$ cat config.mk
export PLATFORM = sky130hd
export DESIGN_NAME = fmmt_ram
export DESIGN_NICKNAME = d
export VERILOG_FILES = /design/src/hw/rtl/fmmt_ram.sv
export SDC_FILE = /design/constraint.sdc
export NUM_CORES = 1
export LEC_CHECK = 0
export ABC_AREA = 1
export BUFFER_PORTS_ARGS = -buffer_cell sky130_fd_sc_hd__buf_2
export CORE_ASPECT_RATIO = 0.75
export CORE_MARGIN = 5
export CORE_UTILIZATION = 50
export CTS_BUF_LIST = sky130_fd_sc_hd__clkbuf_4
export DETAILED_ROUTE_END_ITERATION = 6
export PLACE_DENSITY = 0.67
export SYNTH_ARGS = -nofsm -noshare
export SYNTH_HDL_FRONTEND = slang
export SYNTH_SLANG_ARGS = --single-unit
$ cat constraint.sdc
create_clock -name aclk -period 1.42 [get_ports aclk]
set_input_delay 0.071 -clock aclk [delete_from_list [all_inputs] [get_ports aclk]]
set_output_delay 0.071 -clock aclk [all_outputs]
set_load 0.1 [all_outputs]
$ cat src/hw/rtl/fmmt_ram.sv
// fmmt_ram: generic single-port-write, single-port-read ram, registered read
// depends on nothing

module fmmt_ram #(
    parameter int WIDTH = 8,
    parameter int DEPTH = 16
) (
    input  logic                     aclk,
    input  logic                     wr_en,
    input  logic [$clog2(DEPTH)-1:0] wr_addr,
    input  logic [WIDTH-1:0]         wr_data,
    input  logic [$clog2(DEPTH)-1:0] rd_addr,
    output logic [WIDTH-1:0]         rd_data
);

    logic [WIDTH-1:0] mem [DEPTH];
    logic [WIDTH-1:0] rd_data_reg;

    always_ff @(posedge aclk) begin
        if (wr_en) begin
            mem[wr_addr] <= wr_data;
        end
        rd_data_reg <= mem[rd_addr];
    end

    assign rd_data = rd_data_reg;

endmodule

==> flow_metrics.py, run 1 <==
metrics = {
    "layout": {
        "nets": 624,
        "diodes": 0,
        "stdcell_count": 763,
        "final_core_util": 0.572,
        "ff_latch_area_mm2": 0.00400,
        "fillers": 978,
        "drive_gt1_frac": 0.132,
        "stdcell_area_mm2": 0.00654,
        "largest_reg_flops": 128,
        "multi_input_area_mm2": 0.00121,
        "syn2layout_area_growth_pct": 13.4,
    },
    "setup_path": {
        "cp_num_cells": 1,
        "cp_max_fo": 1,
        "worstPathRequired_ns": 1.35,
        "cp-endpoint": "rd_data[0]",
        "r2r-end": "rd_data[6]$_DFF_P_",
        "end_kind": "primary output",
        "criticalPathCategory": "reg -> out",
        "max_stage_delay_ns": 0.42,
        "worst-path-buf-inv": 1,
        "cp_cell_sequence": "buf_4",
        "reg2reg_depth": 6,
        "rrSetupSlack_ns": 0.40,
        "start_kind": "flop",
        "path_delay_family": "flip-flops",
        "r2r-start": "mem[15][6]$_DFFE_PP_",
        "cp_slowest_cell": "dfxtp_1",
        "startpoint": "rd_data[0]$_DFF_P_",
        "worstPathArrival_ns": 1.26,
    },
    "sta": {
        "setup_violations": 0,
        "layout_min_cycle_time_ns": 1.33,
        "hold_ws_ns": 0.118,
        "relSlewSlack": 0.676,
        "setup_slack_ns": 0.0851,
        "tns_ns": 0,
        "fmax_ghz": 0.749,
        "finalCritPeriodShare": 0.940,
        "rsz0062_at_grt": "false",
        "tightest_slew_ns": 0.489,
        "skew_ns": 0.0121,
        "hold_violations": 0,
        "drv_slew": 0,
    },
    "clock_tree": {
        "clock_path_buffers": 2,
        "cts_htree_levels": 4,
        "cts.sinks": 136,
        "clk_pin_slew_ns": 0.12,
        "clock_latency_ns": 0.52,
        "numCtsBuffers": 17,
        "cts_root_buf": "clkbuf_4",
        "tritoncts": "done",
    },
    "pwr": {
        "p_per_area_mw_per_mm2": 1210,
        "leakagePower_nw": 2.86,
        "power.total_mw": 7.91,
        "ir_worst_vdd_mv": 1.03,
    },
    "place": {
        "dp_slack_ns": 0.273,
        "dpl-instance-area_mm2": 0.00614,
        "hpwlAfterDp_um": 8320,
        "dp_cells": 722,
        "gp_congestion": 0.812,
        "io_buffers": 25,
    },
    "status": {
        "status": "completed",
    },
    "synthesis": {
        "yosys_register_bits": 136,
        "synthMuxAreaShare": 0,
        "seq_area_frac_synth": 0.694,
        "synth_area_mm2": 0.00577,
        "syn-mean-instance-area_um2": 10.5,
        "synthTopCellsByArea": "edfxtp_1 67%, nand2_1 11%, nand3_1 8.4%",
        "yosysMostFrequentCell": "nand2_1",
        "syn_inst": 551,
        "synthAdderAreaFrac": 0,
        "async_reset_ff_frac": 0,
        "synth_nets": 569,
        "yosys-top-cells-count": "173 x nand2_1, 128 x edfxtp_1, 100 x inv_1, 97 x nand3_1, 17 x nor2_1",
        "synth_top_area_share": 0.667,
        "ys.flop_type": "edfxtp_1",
        "synth_xor_area_frac": 0,
        "synth.distinct_cells": 12,
        "synth_edf_count": 128,
        "yosys.area.top_type": "edfxtp_1",
        "synth_warnings": 0,
        "synth_top_family_by_area": "simple AND/OR/NAND/NOR gates",
        "synth-compound-area-share": 0,
        "yosys.area_share.simple": 0.210,
    },
    "routing": {
        "remaining_drc_errors": 0,
        "drtIter0Drc": 356,
        "drt_first_pass_iters": 7,
        "via_per_inst": 5.11,
        "wirelength_um": 13500,
        "ant_nets": 0,
        "via_count": 3896,
        "wl_per_cell_um": 17.7,
    },
    "floorplan": {
        "dieArea_mm2": 0.0138,
        "rows": 34,
        "start_util": 0.504,
        "fp.dieH_um": 103,
        "core_area_mm2": 0.0114,
        "fp.dieW_um": 134,
        "io_pins": 26,
    },
    "grt": {
        "first_global_vias": 3583,
        "antenna_found_initial": 0,
        "grtUsageTotal": 0.205,
        "grt_max_degree": 49,
        "overflow": 0,
        "grt_pass1_wl_um": 20600,
    },
    "job": {
        "cap_violations": 0,
    },
    "worst_hold_path": {
        "holdCritPathClass": "in -> reg",
    },
}
placed cells by master, fill, tap and decap left out, drive strengths merged:
cell type / n
clkinv: 7
bufinv: 3
nand2: 173
nand3: 97
edfxtp: 128
buf: 50
nand3b: 2
dlygate4sd3: 9
nor2: 17
clkbuf: 19
dfxtp: 8
clkinvlp: 3
inv: 103
kinds of logic after synthesis:
| logic type | after synthesis |
|---|---|
| simple gates | 289 |
| flops | 136 |
| buf+inv | 126 |
where the power goes:
part | leakage (nW) | internal [mW] | switching, mW
clock network | 0.151 | 1.22 | 1.39
registers | 1.22 | 4.48 | 0.0389
logic | 1.48 | 0.205 | 0.576
what timing repair did:
item | in CTS | in global routing
setup buffers | 0 | 0
hold buffers | 9 | 0
gates resized for setup | 4 | 3
endpoints found under the hold margin | 136 | 0
pin swaps | 0 | 0
endpoints found under the setup margin | 4 | 3
layer usage:
layer / routed length, um / track usage
met4: 136 / 0.0532
met3: 1260 / 0.0683
met5: 0 / 0
met2: 5980 / 0.309
met1: 6130 / 0.290
final cells by class:
cell class                      instances  share of cell area
Inverter                              102              0.0585
Clock buffer                           18              0.0207
Sequential cell                       136               0.612
Tap cell                              144              0.0275
Multi-Input combinational cell        289               0.186
Clock inverter                         14              0.0239
Timing Repair Buffer                   60              0.0716
worst min path at each step:
stage          slack (ns)       start  cells past startpoint             endpoint
2_1_floorplan        0.17  wr_data[0]                      0  mem[0][0]$_DFFE_PP_
3_3_place_gp         0.47  wr_data[7]                      1  mem[1][7]$_DFFE_PP_
3_5_place_dp         0.47  rd_addr[3]                      3   rd_data[2]$_DFF_P_
4_1_cts              0.07  rd_addr[2]                      5   rd_data[2]$_DFF_P_
5_1_grt               0.1  rd_addr[2]                      5   rd_data[1]$_DFF_P_
6_report             0.12  rd_addr[2]                      5   rd_data[2]$_DFF_P_
Note: power is estimated with default switching activity, not from simulation.
==> inputs of run 2 (changes only) <==
--- a/config.mk
+++ b/config.mk
@@ -11,8 +11,11 @@
 export CORE_MARGIN = 5
 export CORE_UTILIZATION = 50
 export CTS_BUF_LIST = sky130_fd_sc_hd__clkbuf_4
+export CTS_CLUSTER_DIAMETER = 60
+export CTS_CLUSTER_SIZE = 40
 export DETAILED_ROUTE_END_ITERATION = 6
 export PLACE_DENSITY = 0.67
+export REMOVE_ABC_BUFFERS = 1
 export SYNTH_ARGS = -nofsm -noshare
 export SYNTH_HDL_FRONTEND = slang
 export SYNTH_SLANG_ARGS = --single-unit
==> run 2 against run 1 <==
Final cell count fell by 0.39%. Worst setup slack got worse by 0.017 ns. Sequential power about the same. Critical path depth is the same. Via count is 0.51% lower. Combinational power hardly changed. Count of clock-buffer cells in the layout is 2 higher. Sequential share of layout area unchanged.
==> flow_metrics.py, run 2 (synthesis gave the netlist of run 1 again) <==
metrics = {
    "grt": {
        "grtUsageTotal": 0.208,
        "overflow": 0,
        "first_global_vias": 3739,
        "grt_max_degree": 65,
        "grt_pass1_wl_um": 21300,
        "antenna_found_initial": 0,
    },
    "routing": {
        "wl_per_cell_um": 17.4,
        "wirelength_um": 13200,
        "via_per_inst": 5.10,
        "via_count": 3876,
        "remaining_drc_errors": 0,
        "drt_first_pass_iters": 6,
        "ant_nets": 0,
        "drtIter0Drc": 547,
    },
    "sta": {
        "drv_slew": 0,
        "relSlewSlack": 0.677,
        "layout_min_cycle_time_ns": 1.35,
        "skew_ns": 0.0103,
        "hold_violations": 0,
        "rsz0062_at_grt": "false",
        "setup_violations": 0,
        "fmax_ghz": 0.740,
        "setup_slack_ns": 0.0685,
        "tns_ns": 0,
        "finalCritPeriodShare": 0.952,
        "tightest_slew_ns": 0.488,
    },
    "place": {
        "io_buffers": 25,
        "dp_slack_ns": 0.138,
        "dp_cells": 719,
        "hpwlAfterDp_um": 8150,
        "gp_congestion": 0.837,
    },
    "layout": {
        "drive_gt1_frac": 0.128,
        "ff_latch_area_mm2": 0.00400,
        "multi_input_area_mm2": 0.00121,
        "final_cell_mix": "173 x nand2_1, 128 x edfxtp_1, 100 x inv_1",
        "nets": 621,
        "diodes": 0,
        "stdcell_count": 760,
        "largest_reg_flops": 128,
        "syn2layout_area_growth_pct": 13.4,
        "final_common_cell": "nand2_1",
        "fillers": 998,
    },
    "setup_path": {
        "start_kind": "flop",
        "end_kind": "primary output",
        "max_stage_delay_ns": 0.42,
        "worstPathRequired_ns": 1.35,
        "path_delay_family": "buffers and inverters",
        "cp_num_cells": 1,
        "worst-path-buf-inv": 1,
        "cp_cell_sequence": "buf_2",
        "criticalPathCategory": "reg -> out",
        "cp_slowest_cell": "buf_2",
        "reg2reg_depth": 6,
        "worstPathArrival_ns": 1.28,
        "cp_max_fo": 1,
    },
    "pwr": {
        "power.total_mw": 8.04,
        "leakagePower_nw": 2.87,
        "p_per_area_mw_per_mm2": 1230,
        "ir_worst_vdd_mv": 0.790,
    },
    "clock_tree": {
        "cts_setup_buffers": 0,
        "numCtsBuffers": 17,
        "clock_path_buffers": 2,
        "tritoncts": "done",
        "cts_root_buf": "clkbuf_4",
        "clock_latency_ns": 0.52,
        "clk_pin_slew_ns": 0.11,
        "cts_htree_levels": 4,
        "cts.sinks": 136,
    },
    "floorplan": {
        "dieArea_mm2": 0.0138,
        "fp.dieH_um": 103,
        "io_pins": 26,
        "fp.dieW_um": 134,
        "start_util": 0.504,
        "rows": 34,
        "core_area_mm2": 0.0114,
    },
    "status": {
        "status": "completed",
    },
    "worst_hold_path": {
        "holdPathStages": 5,
        "holdCritPathClass": "in -> reg",
    },
    "job": {
        "cap_violations": 0,
    },
}
[run 2: cell type report]
type	instances	share of cell area
Sequential cell	136	0.612
Multi-Input combinational cell	289	0.186
Timing Repair Buffer	57	0.0693
Inverter	102	0.0585
Tap cell	144	0.0275
Clock inverter	12	0.0239
Clock buffer	20	0.0230
[run 2: layer usage]
layer,share of wire,GRT usage,vias up
li1,-,-,1872
met1,0.47,0.311,1824
met2,0.43,0.307,168
met3,0.088,0.0522,12
met4,0.0084,0.0556,0
met5,0,0,-
[run 2: final timing paths]
path                                      startpoint                 end  slack, ns
worst max-delay path              rd_data[5]$_DFF_P_          rd_data[5]       0.07
worst min-delay path                      rd_addr[2]  rd_data[6]$_DFF_P_       0.12
worst max register to register   mem[5][5]$_DFFE_PP_  rd_data[5]$_DFF_P_       0.40
worst min register to register  mem[10][3]$_DFFE_PP_  rd_data[3]$_DFF_P_       0.67
[run 2: power breakdown]
part	switching, mW	internal [mW]	leakage, nW
Sequential	0.0297	4.48	1.22
Clock	1.33	1.43	0.173
Combinational	0.580	0.200	1.47
Total	1.94	6.11	2.87
[run 2: metrics by stage]
step                       util  hold slack [ns]  cell area, um2
after detailed placement  0.536            0.436            6130
after floorplan               -            0.170            5600
after CTS                 0.571           0.0724            6530
after global placement    0.536            0.439            6130
after global routing      0.572            0.101            6540
final                     0.572            0.120            6540
[run 2: repair_timing]
| action | 4_1_cts | 5_1_grt |
|---|---|---|
| hold buffers | 9 | 0 |
| endpoints found under the hold margin | 136 | 0 |
| resized for setup | 2 | 4 |
| endpoints found under the setup margin | 2 | 4 |
| gates cloned | 0 | 0 |
==> inputs of run 3 (changes only) <==
--- a/config.mk
+++ b/config.mk
@@ -8,13 +8,12 @@
 export ABC_AREA = 1
 export BUFFER_PORTS_ARGS = -buffer_cell sky130_fd_sc_hd__buf_2
 export CORE_ASPECT_RATIO = 0.75
-export CORE_MARGIN = 5
 export CORE_UTILIZATION = 50
 export CTS_BUF_LIST = sky130_fd_sc_hd__clkbuf_4
 export CTS_CLUSTER_DIAMETER = 60
 export CTS_CLUSTER_SIZE = 40
 export DETAILED_ROUTE_END_ITERATION = 6
-export PLACE_DENSITY = 0.67
+export PLACE_DENSITY_LB_ADDON = 0.25
 export REMOVE_ABC_BUFFERS = 1
 export SYNTH_ARGS = -nofsm -noshare
 export SYNTH_HDL_FRONTEND = slang
==> run 3 against run 2 <==
Non-clock buffer count unchanged. First-iteration DRC count fell by 16%. Sequential power barely moved. Critical path depth is the same. Highest routed layer unchanged. Clock power fell by 22%. Critical endpoint is now rd_data[6]. Die area is 13% lower.
==> flow_metrics.py, run 3 (synthesis gave the netlist of run 1 again) <==
metrics = {
    "routing": {
        "via_per_inst": 5.02,
        "drt_first_pass_iters": 5,
        "remaining_drc_errors": 0,
        "wirelength_um": 12600,
        "wl_per_cell_um": 16.7,
        "via_count": 3795,
        "ant_nets": 0,
        "drtIter0Drc": 460,
    },
    "layout": {
        "syn2layout_area_growth_pct": 11.8,
        "ff_latch_area_mm2": 0.00400,
        "multi_input_area_mm2": 0.00121,
        "stdcell_count": 756,
        "nets": 621,
        "final_common_cell": "nand2_1",
        "largest_reg_flops": 128,
        "final_cell_mix": "173 x nand2_1, 128 x edfxtp_1, 100 x inv_1",
        "final_core_util": 0.583,
        "diodes": 0,
        "fillers": 950,
        "drive_gt1_frac": 0.123,
    },
    "grt": {
        "grtUsageTotal": 0.229,
        "antenna_found_initial": 0,
        "overflow": 0,
        "grt_max_degree": 65,
        "grt_pass1_wl_um": 19500,
        "first_global_vias": 3433,
    },
    "clock_tree": {
        "tritoncts": "done",
        "cts_root_buf": "clkbuf_4",
        "cts.sinks": 136,
        "cts_htree_levels": 4,
        "clock_path_buffers": 2,
        "numCtsBuffers": 17,
        "clock_latency_ns": 0.52,
        "clk_pin_slew_ns": 0.12,
    },
    "sta": {
        "rsz0062_at_grt": "false",
        "relSlewSlack": 0.677,
        "tns_ns": 0,
        "layout_min_cycle_time_ns": 1.34,
        "setup_violations": 0,
        "drv_slew": 0,
        "finalCritPeriodShare": 0.943,
        "tightest_slew_ns": 0.488,
        "skew_ns": 0.0196,
        "fmax_ghz": 0.747,
        "hold_violations": 0,
    },
    "setup_path": {
        "cp_slowest_cell": "buf_2",
        "path_delay_family": "buffers and inverters",
        "start_kind": "flop",
        "worstPathArrival_ns": 1.27,
        "criticalPathCategory": "reg -> out",
        "end_kind": "primary output",
        "max_stage_delay_ns": 0.42,
        "cp_max_fo": 1,
        "cp_cell_sequence": "buf_2",
        "worstPathRequired_ns": 1.35,
        "worst-path-buf-inv": 1,
    },
    "worst_hold_path": {
        "holdCritPathClass": "in -> reg",
    },
    "pwr": {
        "p_switching_mw": 1.92,
        "leakagePower_nw": 2.82,
        "p_comb_frac": 0.104,
        "netSwitchingFraction": 0.259,
        "p_per_area_mw_per_mm2": 1150,
        "p_clk_frac": 0.290,
        "ir_worst_vdd_mv": 1.38,
        "seqPwrFrac": 0.606,
        "p_int_mw": 5.51,
    },
    "floorplan": {
        "dieArea_mm2": 0.0120,
        "rows": 33,
        "core_area_mm2": 0.0111,
        "fp.dieH_um": 95.0,
        "start_util": 0.521,
        "io_pins": 26,
        "fp.dieW_um": 126,
    },
    "job": {
        "cap_violations": 0,
    },
    "place": {
        "gp_congestion": 0.849,
        "io_buffers": 25,
        "hpwlAfterDp_um": 7490,
        "dp_cells": 714,
    },
    "status": {
        "status": "completed",
    },
}
[run 3: cell type report]
type	count	area share
multi-input combinational	289	0.188
tap	140	0.0272
clock buffer	18	0.0210
timing repair buffer	57	0.0691
sequential	136	0.621
clock inverter	14	0.0142
inverter	102	0.0594
[run 3: worst paths after layout]
check | start | to | slack, ns | depth (start not counted)
max reg2reg | mem[9][2]$_DFFE_PP_ | rd_data[2]$_DFF_P_ | 0.37 | 6
min | rd_addr[1] | rd_data[2]$_DFF_P_ | 0.17 | 6
max | rd_data[6]$_DFF_P_ | rd_data[6] | 0.08 | 1
min reg2reg | mem[14][7]$_DFFE_PP_ | rd_data[7]$_DFF_P_ | 0.68 | 6
[run 3: power by group through the flow]
stage	sequential (mW)	clock (mW)	combinational, mW
after floorplan	4.78	0	0.242
after global placement	4.59	0	0.740
after detailed placement	4.60	0	0.747
after CTS	4.50	2.19	0.770
after global routing	4.51	2.36	0.839
final	4.50	2.15	0.773
[run 3: layer usage]
layer	global-route usage	part of all wire
met4	0.0643	0.012
met5	0	0
met1	0.341	0.49
met3	0.0697	0.077
met2	0.325	0.43
[run 3: stage by stage]
step / total power [mW] / hold WS (ns) / setup WS [ns] / area (um2)
detailed placement: 5.34 / 0.433 / 0.204 / 6120
floorplan: 5.03 / 0.170 / 0.369 / 5600
global route: 7.71 / 0.192 / 0.0243 / 6450
global placement: 5.33 / 0.431 / 0.229 / 6120
finish: 7.43 / 0.167 / 0.0805 / 6450
CTS: 7.47 / 0.149 / 0.00499 / 6440
[run 3: timing repair]
item                       4_1_cts  5_1_grt
gates resized for setup          0        2
hold buffers                    10        0
setup endpoints to repair        0        2
buffers inserted                 0        0
hold endpoints to repair       136        0
